**config.mk**
```make
export PLATFORM = sky130hd
export DESIGN_NAME = preemptive_priority_scheduler_flat
export DESIGN_NICKNAME = d
export VERILOG_FILES = /design/src/pps_pkg.sv /design/src/pps_if.sv /design/src/pps_cell.sv /design/src/preemptive_priority_scheduler.sv /design/src/flat_wrapper.sv
export SDC_FILE = /design/constraint.sdc
export NUM_CORES = 2
export LEC_CHECK = 0
export ABC_AREA = 0
export BUFFER_PORTS_ARGS = -buffer_cell sky130_fd_sc_hd__buf_4
export CAP_MARGIN = 5
export CORE_MARGIN = 3
export CORE_UTILIZATION = 60
export DETAILED_ROUTE_END_ITERATION = 16
export GPL_TIMING_DRIVEN = 0
export PLACE_DENSITY_LB_ADDON = 0.25
export SLEW_MARGIN = 20
export SYNTH_ARGS = -nofsm -noshare
export SYNTH_HDL_FRONTEND = slang
export SYNTH_SLANG_ARGS = --single-unit
```
**constraint.sdc**
```tcl
create_clock -name clk -period 14.9 [get_ports clk]
set_input_delay 4.47 -clock clk [delete_from_list [all_inputs] [get_ports clk]]
set_output_delay 4.47 -clock clk [all_outputs]
set_load 0.1 [all_outputs]
```
**src/pps_pkg.sv**
```systemverilog
// Shared types and constants for the preemptive priority scheduler.
// No dependencies; compiled first.
package pps_pkg;

  localparam int MAX_PROCS_DEF = 16;

  localparam int PRIO_W = 8;
  localparam int TIME_W = 16;
  localparam int CLK_W  = 24;
  localparam int SUM_W  = 28;
  localparam int NUM_W  = 5;

  localparam logic [CLK_W-1:0] CLK_MAX = '1;
  localparam logic [SUM_W-1:0] SUM_MAX = '1;
  localparam logic [NUM_W-1:0] CNT_MAX = '1;

  localparam logic FUNC_LOAD = 1'b0;
  localparam logic FUNC_TICK = 1'b1;

  typedef enum logic [2:0] {
    ST_LOADED     = 3'd0,
    ST_FULL       = 3'd1,
    ST_ZERO_BURST = 3'd2,
    ST_IDLE       = 3'd3,
    ST_RAN        = 3'd4,
    ST_DONE       = 3'd5
  } status_t;

  typedef struct packed {
    logic              func;
    logic [PRIO_W-1:0] priority_req;
    logic [TIME_W-1:0] arrival;
    logic [TIME_W-1:0] burst;
  } cmd_t;

  typedef struct packed {
    status_t          status;
    logic [NUM_W-1:0] process_number;
    logic [CLK_W-1:0] now_time;
    logic [CLK_W-1:0] completion_time;
    logic [CLK_W-1:0] turnaround;
    logic [CLK_W-1:0] waiting;
    logic [SUM_W-1:0] sum_turnaround;
    logic [SUM_W-1:0] sum_waiting;
    logic [NUM_W-1:0] done_count;
  } rsp_t;

  // Best candidate handed from cell to cell during a scan.
  typedef struct packed {
    logic              found;
    logic [PRIO_W-1:0] prio;
    logic [TIME_W-1:0] arrival;
    logic [TIME_W-1:0] burst;
    logic [TIME_W-1:0] remaining;
  } cand_t;

  // Broadcast from the controller to every cell.
  typedef struct packed {
    logic              load;
    logic              run;
    logic [PRIO_W-1:0] prio;
    logic [TIME_W-1:0] arrival;
    logic [TIME_W-1:0] burst;
    logic [CLK_W-1:0]  clock_now;
  } cell_ctrl_t;

endpackage

```
**src/pps_if.sv**
```systemverilog
// Valid/ready channel interfaces for command and response words.
// Depends on pps_pkg.
interface pps_cmd_if;
  import pps_pkg::*;
  logic valid;
  logic ready;
  cmd_t data;
  modport source (output valid, output data, input ready);
  modport sink   (input valid, input data, output ready);
endinterface

interface pps_rsp_if;
  import pps_pkg::*;
  logic valid;
  logic ready;
  rsp_t data;
  modport source (output valid, output data, input ready);
  modport sink   (input valid, input data, output ready);
endinterface

```
**src/pps_cell.sv**
```systemverilog
// One table entry of the scheduler plus one stage of the winner search chain.
// Depends on pps_pkg.
module pps_cell #(
  parameter int IDX_W = 4,
  parameter int INDEX = 0
) (
  input  logic                    clk,
  input  logic                    rst,
  input  pps_pkg::cell_ctrl_t     ctrl,
  input  logic [IDX_W-1:0]        load_idx,
  input  logic [IDX_W-1:0]        run_idx,
  input  pps_pkg::cand_t          cand_in,
  input  logic [IDX_W-1:0]        idx_in,
  output pps_pkg::cand_t          cand_out,
  output logic [IDX_W-1:0]        idx_out
);
  import pps_pkg::*;

  localparam logic [IDX_W-1:0] MY_IDX = IDX_W'(INDEX);

  logic              vld;
  logic              fin;
  logic [PRIO_W-1:0] prio;
  logic [TIME_W-1:0] arr;
  logic [TIME_W-1:0] bur;
  logic [TIME_W-1:0] rem;

  logic [TIME_W-1:0] rem_next;
  logic              eligible;
  logic              better;

  assign rem_next = rem - {{(TIME_W-1){1'b0}}, (rem != '0)};
  assign eligible = vld && !fin && ({{(CLK_W-TIME_W){1'b0}}, arr} <= ctrl.clock_now);
  // Full ties keep the incoming candidate: it has the lower index.
  assign better   = !cand_in.found || (prio > cand_in.prio) ||
                    ((prio == cand_in.prio) && (arr < cand_in.arrival));

  always_ff @(posedge clk) begin
    if (rst) begin
      vld            <= 1'b0;
      fin            <= 1'b0;
      cand_out.found <= 1'b0;
    end else begin
      if (ctrl.load && load_idx == MY_IDX) begin
        vld <= 1'b1;
        fin <= 1'b0;
      end else if (ctrl.run && run_idx == MY_IDX) begin
        fin <= (rem_next == '0);
      end
      cand_out.found <= cand_in.found || eligible;
    end
    if (ctrl.load && load_idx == MY_IDX) begin
      prio <= ctrl.prio;
      arr  <= ctrl.arrival;
      bur  <= ctrl.burst;
      rem  <= ctrl.burst;
    end else if (ctrl.run && run_idx == MY_IDX) begin
      rem <= rem_next;
    end
    if (eligible && better) begin
      cand_out.prio      <= prio;
      cand_out.arrival   <= arr;
      cand_out.burst     <= bur;
      cand_out.remaining <= rem;
      idx_out            <= MY_IDX;
    end else begin
      cand_out.prio      <= cand_in.prio;
      cand_out.arrival   <= cand_in.arrival;
      cand_out.burst     <= cand_in.burst;
      cand_out.remaining <= cand_in.remaining;
      idx_out            <= idx_in;
    end
  end

endmodule

```
**src/preemptive_priority_scheduler.sv**
```systemverilog
// Top level of the preemptive priority scheduler: controller, statistics and
// the chain of entry cells. Depends on pps_pkg, pps_if.sv and pps_cell.
//
//  channel | dir | words                                  | accepted when
//  --------+-----+----------------------------------------+--------------------
//  cmd     | in  | func, priority_req, arrival, burst     | cmd.valid & ready
//  rsp     | out | status, process_number, times, totals  | rsp.valid & ready
//
// Load words go from accept straight to the response write. Tick words first
// let the candidate walk the cell chain one cell per clock, then take three
// registered arithmetic steps and the response write.
// One word is in flight at a time; cmd.ready is high only while idle.
// The response register holds its word under backpressure; the block finishes
// the next word once the pending one has left.
// Synchronous active-high reset clears the clock, totals, counts and the
// per-cell valid and finished flags; table contents are written by loads.
module preemptive_priority_scheduler #(
  parameter int MAX_PROCS = pps_pkg::MAX_PROCS_DEF
) (
  input logic      clk,
  input logic      rst,
  pps_cmd_if.sink   cmd,
  pps_rsp_if.source rsp
);
  import pps_pkg::*;

  localparam int IDX_W = (MAX_PROCS > 1) ? $clog2(MAX_PROCS) : 1;
  localparam int CNT_W = $clog2(MAX_PROCS + 1);
  localparam logic [CNT_W-1:0] PROC_LIM  = CNT_W'(MAX_PROCS);
  localparam logic [CNT_W-1:0] SCAN_LAST = CNT_W'(MAX_PROCS - 1);

  typedef enum logic [2:0] {
    S_IDLE,
    S_SCAN,
    S_CT,
    S_TAT,
    S_WT,
    S_RESP
  } state_t;

  state_t            state;
  logic [CNT_W-1:0]  scan_cnt;
  cmd_t              req;

  // Architectural state.
  logic [CNT_W-1:0]  loaded_count;
  logic [CLK_W-1:0]  clock_now;
  logic [SUM_W-1:0]  total_turnaround;
  logic [SUM_W-1:0]  total_waiting;
  logic [NUM_W-1:0]  finished_count;

  // Latched winner and per-tick arithmetic.
  cand_t             win;
  logic [IDX_W-1:0]  win_idx;
  logic [CLK_W-1:0]  ct;
  logic [CLK_W-1:0]  tat;
  logic [CLK_W-1:0]  wt;

  // Cell chain.
  cand_t             cand  [0:MAX_PROCS];
  logic [IDX_W-1:0]  cidx  [0:MAX_PROCS];
  cell_ctrl_t        ctrl;

  logic              out_free;
  logic              win_last;
  logic [IDX_W:0]    win_num;
  logic [CNT_W-1:0]  load_num;
  logic [SUM_W:0]    tat_sum;
  logic [SUM_W:0]    wt_sum;
  logic [SUM_W-1:0]  tat_sat;
  logic [SUM_W-1:0]  wt_sat;
  logic [NUM_W-1:0]  done_next;
  rsp_t              rsp_next;

  assign cmd.ready = (state == S_IDLE);
  assign out_free  = !rsp.valid || rsp.ready;
  assign win_last  = (win.remaining <= {{(TIME_W-1){1'b0}}, 1'b1});
  assign win_num   = {1'b0, win_idx} + {{IDX_W{1'b0}}, 1'b1};
  assign load_num  = loaded_count + {{(CNT_W-1){1'b0}}, 1'b1};
  assign tat_sum   = {1'b0, total_turnaround} + (SUM_W+1)'(tat);
  assign wt_sum    = {1'b0, total_waiting} + (SUM_W+1)'(wt);
  assign tat_sat   = tat_sum[SUM_W] ? SUM_MAX : tat_sum[SUM_W-1:0];
  assign wt_sat    = wt_sum[SUM_W] ? SUM_MAX : wt_sum[SUM_W-1:0];
  assign done_next = (finished_count == CNT_MAX) ? finished_count
                                                 : finished_count + {{(NUM_W-1){1'b0}}, 1'b1};

  // Cell broadcast: loads and runs are applied on the response write.
  always_comb begin
    ctrl.load      = (state == S_RESP) && out_free && (req.func == FUNC_LOAD) &&
                     (loaded_count < PROC_LIM) && (req.burst != '0);
    ctrl.run       = (state == S_RESP) && out_free && (req.func == FUNC_TICK) &&
                     win.found;
    ctrl.prio      = req.priority_req;
    ctrl.arrival   = req.arrival;
    ctrl.burst     = req.burst;
    ctrl.clock_now = clock_now;
  end

  // Response word for the current command; per-entry times stay 0 unless the
  // run entry completes.
  always_comb begin
    rsp_next                = '0;
    rsp_next.status         = ST_LOADED;
    rsp_next.now_time       = clock_now;
    rsp_next.sum_turnaround = total_turnaround;
    rsp_next.sum_waiting    = total_waiting;
    rsp_next.done_count     = finished_count;
    if (req.func == FUNC_LOAD) begin
      if (loaded_count >= PROC_LIM) begin
        rsp_next.status = ST_FULL;
      end else if (req.burst == '0) begin
        rsp_next.status = ST_ZERO_BURST;
      end else begin
        rsp_next.process_number = NUM_W'(load_num);
      end
    end else begin
      rsp_next.now_time = ct;
      if (!win.found) begin
        rsp_next.status = ST_IDLE;
      end else begin
        rsp_next.process_number = NUM_W'(win_num);
        if (win_last) begin
          rsp_next.status          = ST_DONE;
          rsp_next.completion_time = ct;
          rsp_next.turnaround      = tat;
          rsp_next.waiting         = wt;
          rsp_next.sum_turnaround  = tat_sat;
          rsp_next.sum_waiting     = wt_sat;
          rsp_next.done_count      = done_next;
        end else begin
          rsp_next.status = ST_RAN;
        end
      end
    end
  end

  assign cand[0] = '0;
  assign cidx[0] = '0;

  for (genvar i = 0; i < MAX_PROCS; i++) begin : g_cell
    pps_cell #(
      .IDX_W (IDX_W),
      .INDEX (i)
    ) u_cell (
      .clk      (clk),
      .rst      (rst),
      .ctrl     (ctrl),
      .load_idx (loaded_count[IDX_W-1:0]),
      .run_idx  (win_idx),
      .cand_in  (cand[i]),
      .idx_in   (cidx[i]),
      .cand_out (cand[i+1]),
      .idx_out  (cidx[i+1])
    );
  end

  always_ff @(posedge clk) begin
    if (rst) begin
      state            <= S_IDLE;
      scan_cnt         <= '0;
      loaded_count     <= '0;
      clock_now        <= '0;
      total_turnaround <= '0;
      total_waiting    <= '0;
      finished_count   <= '0;
      rsp.valid        <= 1'b0;
    end else begin
      // In S_RESP the response write below owns rsp.valid.
      if (rsp.valid && rsp.ready && state != S_RESP) rsp.valid <= 1'b0;
      unique case (state)
        S_IDLE: begin
          if (cmd.valid) begin
            req      <= cmd.data;
            scan_cnt <= '0;
            state    <= (cmd.data.func == FUNC_TICK) ? S_SCAN : S_RESP;
          end
        end
        S_SCAN: begin
          // Table is static while scanning; once the scan counter reaches its last value
          // the chain tail holds the winner, which S_CT latches.
          scan_cnt <= scan_cnt + {{(CNT_W-1){1'b0}}, 1'b1};
          if (scan_cnt == SCAN_LAST) state <= S_CT;
        end
        S_CT: begin
          win     <= cand[MAX_PROCS];
          win_idx <= cidx[MAX_PROCS];
          ct      <= (clock_now == CLK_MAX) ? CLK_MAX
                                            : clock_now + {{(CLK_W-1){1'b0}}, 1'b1};
          state   <= S_TAT;
        end
        S_TAT: begin
          tat   <= ct - {{(CLK_W-TIME_W){1'b0}}, win.arrival};
          state <= S_WT;
        end
        S_WT: begin
          wt    <= (tat > {{(CLK_W-TIME_W){1'b0}}, win.burst})
                   ? tat - {{(CLK_W-TIME_W){1'b0}}, win.burst} : '0;
          state <= S_RESP;
        end
        S_RESP: begin
          if (out_free) begin
            rsp.valid <= 1'b1;
            rsp.data  <= rsp_next;
            if (req.func == FUNC_LOAD) begin
              if ((loaded_count < PROC_LIM) && (req.burst != '0))
                loaded_count <= load_num;
            end else begin
              clock_now <= ct;
              if (win.found && win_last) begin
                // Entry completes: fold its times into the totals.
                total_turnaround <= tat_sat;
                total_waiting    <= wt_sat;
                finished_count   <= done_next;
              end
            end
            state <= S_IDLE;
          end
        end
        default: state <= S_IDLE;
      endcase
    end
  end

endmodule

```
**src/flat_wrapper.sv**
```systemverilog
// flat-port wrapper written by rule: the top's interface ports become plain ports
module preemptive_priority_scheduler_flat import pps_pkg::*;
#(
  parameter int MAX_PROCS = pps_pkg::MAX_PROCS_DEF
)
  (clk, rst, cmd_valid, cmd_data, cmd_ready, rsp_valid, rsp_data, rsp_ready);
  pps_cmd_if cmd_i ();
  pps_rsp_if rsp_i ();
  input logic clk;
  input logic rst;
  input wire logic [$bits(cmd_i.valid)-1:0] cmd_valid;
  input wire logic [$bits(cmd_i.data)-1:0] cmd_data;
  output wire logic [$bits(cmd_i.ready)-1:0] cmd_ready;
  output wire logic [$bits(rsp_i.valid)-1:0] rsp_valid;
  output wire logic [$bits(rsp_i.data)-1:0] rsp_data;
  input wire logic [$bits(rsp_i.ready)-1:0] rsp_ready;
  assign cmd_i.valid = cmd_valid;
  assign cmd_i.data = cmd_data;
  assign cmd_ready = cmd_i.ready;
  assign rsp_valid = rsp_i.valid;
  assign rsp_data = rsp_i.data;
  assign rsp_i.ready = rsp_ready;
  preemptive_priority_scheduler #(.MAX_PROCS(MAX_PROCS)) u_core (.clk(clk), .rst(rst), .cmd(cmd_i), .rsp(rsp_i));
endmodule
```
# After elaboration in Yosys (flattened, before gate mapping)
# Cells that the tools add are included.
# classes
bitwise_logic	2
n_mux	72
eq_ne	57
n_reduce_logical	263
n_lt_le_gt_ge	50
addsub	25
# ops
cell	n
56-bit 2-to-1 mux	14
16-bit 2-to-1 mux	32
16-bit by 24-bit <= comparator with 1-bit output	16
16-bit logical NOT	17
16-bit nonzero test	17
133-bit 2-to-1 mux	2
16-bit by 1-bit subtractor with 16-bit output	16
16-bit less-than comparator	15
157-bit 2-to-1 mux	1
8-bit equality test	15
8-bit > comparator	15
1-bit logical AND	104
4-bit equality test, second input constant	16
28-bit by 24-bit adder with 29-bit output	2
28-bit 2-to-1 mux	2
48-bit 2-to-1 mux	1
24-bit by 16-bit subtractor with 24-bit output	2
1-bit logical OR	46
2-bit nonzero test	17
4-bit by 3-bit equality test with 1-bit output, second input constant	8
1-bit logical NOT	32
2-bit OR reduction	16
5-bit 2-to-1 mux	5
24-bit by 1-bit adder with 24-bit output, second input constant	1
other kinds (29)	57
# totals
wordCells	688
inputBits	45
ff_bits	2322

# Longest topological paths before layout
# logic_depth
word_depth	8
depth_mapped	15
mapped_depth_nobuf	14

# Modules after synthesis
# Synthesis repeated with hierarchy kept, for this count alone.
# unflattened
hier_cells	9195
hier_area_um2	109548.8
# by_module_without_submodules
module	n_inst	cells_per_inst	area_per_inst_um2	seq_area_each_um2
preemptive_priority_scheduler	1	1843	20692.3	11891.4
pps_cell (u_core.g_cell[5].u_cell ...)	3	463	5652.9	2942.8
pps_cell (u_core.g_cell[13].u_cell ...)	2	455	5621.6	2942.8
pps_cell (u_core.g_cell[4].u_cell ...)	2	457	5620.4	2942.8
pps_cell (u_core.g_cell[1].u_cell ...)	2	463	5474.0	2942.8
pps_cell (u_core.g_cell[12].u_cell)	1	461	5640.4	2942.8
pps_cell (u_core.g_cell[7].u_cell)	1	457	5626.6	2942.8
pps_cell (u_core.g_cell[11].u_cell)	1	461	5461.5	2942.8
pps_cell (u_core.g_cell[0].u_cell)	1	458	5454.0	2942.8
pps_cell (u_core.g_cell[15].u_cell)	1	457	5446.5	2942.8
pps_cell (u_core.g_cell[10].u_cell)	1	462	5425.2	2942.8
pps_cell (u_core.g_cell[3].u_cell)	1	457	5411.4	2942.8

# Worst setup path after synthesis
# No wires, ideal clock.
# synth_timing
path_kind	input to register
start	input rst
end	register u_core.rsp.data[0] (netlist name)
path_slack_ps	2246
required_ps	14207
t_arrival_ps	11961
stages	4
setup_time_ps	693
path_cell_list	clkbuf_1 > clkbuf_1 > clkbuf_1 > nor2_1
# synth_via
elab_chain_len	2
# synth_rtl
item	line	rtl
start, declared	flat_wrapper.sv:10	input logic rst;
1-bit NOT (no line)	--	
3-bit AND reduction (no line)	--	
# Every way passes these cells.
# A chain may end at the register's enable or synchronous reset.

# Final worst setup path
# layout_timing
start	input rst
end	register u_core.ct[9], enable pin
# layout_via
elab_chain_len	2
# layout_rtl
item	line	rtl
1-bit NOT (no line)	--	
2-bit AND reduction (no line)	--	
end signal, assigned	preemptive_priority_scheduler.sv:187	ct <= (clock_now == CLK_MAX) ? CLK_MAX
end, declared	preemptive_priority_scheduler.sv:55	logic [CLK_W-1:0] ct;
# Every way passes these cells.

==> results <==
- Once the clock tree was built, the setup fixing pass inserted 0 buffers.
- In the final layout, the share of cells above drive strength 1 is 0.1674.
- In this run, post-CTS hold repair placed 0 buffers.
- The data required time at the worst endpoint is between 15 and 20 ns.
- The final count of negative-setup-slack endpoints is 0.
- Summing every instance area after synthesis gives between 100000 and 150000 um2.
- The routed length per instance is approximately 22 um.
- Clock-pin slew was measured on the worst setup and hold paths at ~0.060 ns.
- The longest clock path from root to sink contains 3 buffers.
- The die is 417.8 um tall.
- The horizontal die dimension is 417.8 um.
- Relative to the synthesized area, the layout overhead comes to 12.38%.
- The period utilization is 0.5401.
- The post-route worst setup slack is 6.852 ns.
- For this run, the number of standard cells in the final layout without fillers is about 11000.
- The shortest clock period the worst path allows after layout is roughly 8 ns.
- The worst setup path is of the in -> reg kind.
- The via count normalized by instance count is 5.829.
- The worst setup timing slack at the placement stage is about 6 ns.
- The combined global-route utilization of all metal layers is 0.2849.
- The number of CTS-inserted buffers is around 220.
- The run finished with clean final reports.
- In this run the tightest slew margin relative to its limit is 0.09125.
- Counting cells, the worst reg-to-reg path comes to 8.
- The post-cts repair resize count is 0.
- The clock root buffer is sky130_fd_sc_hd__clkbuf_16.
- The number of instances in the placed design is approximately 11000.
- For this block, the routed nets add up to 250.5 mm of wire.
- The post-synth net total is a little over 9000.
- In this run the worst hold path is classified as reg -> reg.
- For this run, design rule violations remaining after detail routing come to 0.
- For this design the top-level I/O count stands at between 200 and 250.
- For the pin with the worst max-slew slack, the measured transition is 1.363 ns.
- The yosys synthesis warning count is 0.
- The count of input and output buffers is 211.
- The net count reported at finish is roughly 9700.
- The share of the Yosys chip area taken by registers is 0.5721.
- The HPWL after detailed placement is 187.8 mm.
- The core region is ~170000 um2.
- Static timing analysis puts the maximum clock frequency at roughly 120 MHz.
- The via count of the first global-routing pass is ~67000.
- The TritonCTS clock tree is built.
- After technology mapping, the gate count stands at 8441.
- The detail route stage leaves a number of antenna-violating nets equal to 0.
- The final count of hold timing violations is 0.
- The synthesized area divided by synthesized cell count is approximately 12 um2.
- Entering global routing, the biggest net connects 50 pins.
- At the end of routability-driven placement, the weighted congestion stood at 0.9547.
- The clock arrives with around 0.036 ns of skew.
- The fill cell total of the finished layout is roughly 12000.
- The H-tree was split into 4 levels.
- The tool flagged a number of max-cap violations equal to 0.
- The leakage power summed over all cells is ~43 nW.
- Setup repair after global routing left no endpoint under its margin.
- The first global-routing pass estimated 383.4 mm of wire.
- The starting DRC count in detailed routing is approximately 4800.
- The floorplan step defined a die boundary enclosing approximately 170000 um2.
- The most used flip-flop cell after synthesis is sky130_fd_sc_hd__edfxtp_1.
- Leaving out fill and tap cells, the most frequent cell in the layout is sky130_fd_sc_hd__edfxtp_1.
- The initialized floorplan defines 150 standard-cell rows.
- Across the VDD grid, the largest voltage drop is approximately 0.14 mV.
- The maximum net fanout on the critical path is 12.
- In the layout the commonest cells are sky130_fd_sc_hd__edfxtp_1 (1226), sky130_fd_sc_hd__dfxtp_1 (1067), sky130_fd_sc_hd__ha_1 (725).
- Along the worst hold path, the cell count comes to 0.
- The number of max-slew violations in the final report is 0.
- The clock insertion delay at the later pin of the skew report is ~0.86 ns.
- After synthesis, the netlist uses between 90 and 100 different library cells.
- The total of flip-flops plus latches after synthesis is approximately 2300.
- The category of the worst setup path launch point is an input port.
- Data arrives at the worst endpoint at 8.64 ns.
- The worst setup path is captured at a register.
- The first TritonRoute pass finished after 9 iterations.
- The post-synthesis async set-or-reset flop share is 0.
- The power density normalized to cell area is 110.2 nW/um2.
- The final sum of negative setup slack is 0 ns.
- The initial cell density of the core is 0.6063.
- After global routing the overflow that remains totals 0.
- The count of vias placed by the detailed router is 66030.
- Yosys mapped a number of flops with a built-in enable equal to ~1200.
- Counting every sink on the clock net gives about 2300.
- The hold slack is approximately 0.39 ns.
- The initial antenna violation count is 4.
[layer usage]
layer | GRT usage | up-vias | wire, um
li1 | - | 31510 | -
met2 | 0.4767 | 2218 | 118500
met5 | 0 | - | 0
met4 | 0.1497 | 0 | 14360
met3 | 0.04828 | 653 | 15720
met1 | 0.3557 | 31650 | 101900
[final cells by class]
| class | instances | area [um2] | area share |
|---|---|---|---|
| antenna | 1 | 2.502 | 0.00002189 |
| buffer | 318 | 1448 | 0.01266 |
| clock buffer | 309 | 6396 | 0.05595 |
| clock inverter | 119 | 1150 | 0.01006 |
| inverter | 519 | 1948 | 0.01704 |
| multi-input combinational | 5310 | 40270 | 0.3523 |
| sequential | 2294 | 58200 | 0.5091 |
| tap | 2204 | 2758 | 0.02412 |
| timing repair buffer | 253 | 2147 | 0.01878 |
[state kept, by name, summed over array words and instances, names as in the netlist, 5 cells and up]
register	flops
u_core.g_cell.u_cell.bur	256
u_core.total_turnaround	28
u_core.ctrl	40
u_core.clock_now	24
u_core.g_cell.u_cell.rem	256
u_core.g_cell.u_cell.arr	256
u_core.g_cell.u_cell.fin	16
u_core.g_cell.u_cell.vld	16
u_core.wt	24
u_core.loaded_count	5
u_core.rsp.data	165
u_core.g_cell.u_cell.idx_out	49
u_core.win	48
u_core.total_waiting	28
u_core.scan_cnt	5
u_core.finished_count	5
u_core.g_cell.u_cell.prio	128
u_core.g_cell.u_cell.cand_out	888
u_core.tat	24
u_core.ct	24
[logic make-up after synthesis]
family,count (synthesis),share of synthesized area
flops,2294,0.5721
simple gates,2073,0.1016
compound gates,1362,0.08256
buf+inv,837,0.03288
mux,837,0.09429
fa+ha+maj,729,0.08996
xor+xnor,309,0.02660
[where the power goes]
part	internal [mW]	total (mW)	switching (mW)
sequential	6.65	6.69	0.0437
combinational	0.0517	0.195	0.144
clock	3.30	5.70	2.41
[worst max-delay path: stages]
cell,delay (ns)
sky130_fd_sc_hd__buf_4,0.22
sky130_fd_sc_hd__clkbuf_1,0.81
sky130_fd_sc_hd__clkbuf_2,0.77
sky130_fd_sc_hd__clkbuf_1,0.72
sky130_fd_sc_hd__nor3b_2,0.18
sky130_fd_sc_hd__buf_4,0.24
sky130_fd_sc_hd__buf_4,0.19
sky130_fd_sc_hd__buf_4,0.19
sky130_fd_sc_hd__buf_6,0.15
sky130_fd_sc_hd__buf_4,0.17
sky130_fd_sc_hd__buf_6,0.14
sky130_fd_sc_hd__buf_4,0.16
sky130_fd_sc_hd__buf_4,0.18
[worst paths after layout]
| kind | start | endpoint | slack (ns) |
|---|---|---|---|
| worst max register to register | u_core.ctrl[38]$_DFFE_PP_ | u_core.g_cell[4].u_cell.arr[13]$_DFFE_PP_ | 9.60 |
| worst min register to register | u_core.g_cell[15].u_cell.cand_out[5]$_DFF_P_ | u_core.win[5]$_DFFE_PP_ | 0.39 |
| worst min-delay path | u_core.g_cell[15].u_cell.cand_out[5]$_DFF_P_ | u_core.win[5]$_DFFE_PP_ | 0.39 |
| worst max-delay path | rst | u_core.ct[9]$_SDFFCE_PN1P_ | 6.85 |
[stage by stage]
step / util / total power, mW / area (um2)
floorplan: - / 6.911 / 101700
global placement: 0.6322 / 7.013 / 106100
detailed placement: 0.6361 / 7.021 / 106700
CTS: 0.6811 / 12.67 / 114300
global route: 0.6813 / 12.94 / 114300
finish: 0.6813 / 12.59 / 114300
[synthesized netlist by cell type, drive strengths merged (83+ instances only)]
master     n  area share
a21oi    475       0.023
nand2    446       0.016
ha       725       0.089
mux2     832       0.094
nor3     124      0.0061
nor4      90      0.0056
edfxtp  1226        0.36
dfxtp   1068        0.21
buf      121      0.0064
xor2      94      0.0081
nor2     598       0.022
a211oi    83      0.0061
nand4    146      0.0090
xnor2    215       0.019
a21o     155       0.011
o21ai    301       0.015
inv      516       0.019
and2     146      0.0090
clkbuf   197      0.0073
nand3    128      0.0064
nor2b     99      0.0061
Power figures use the tool's default switching activity.
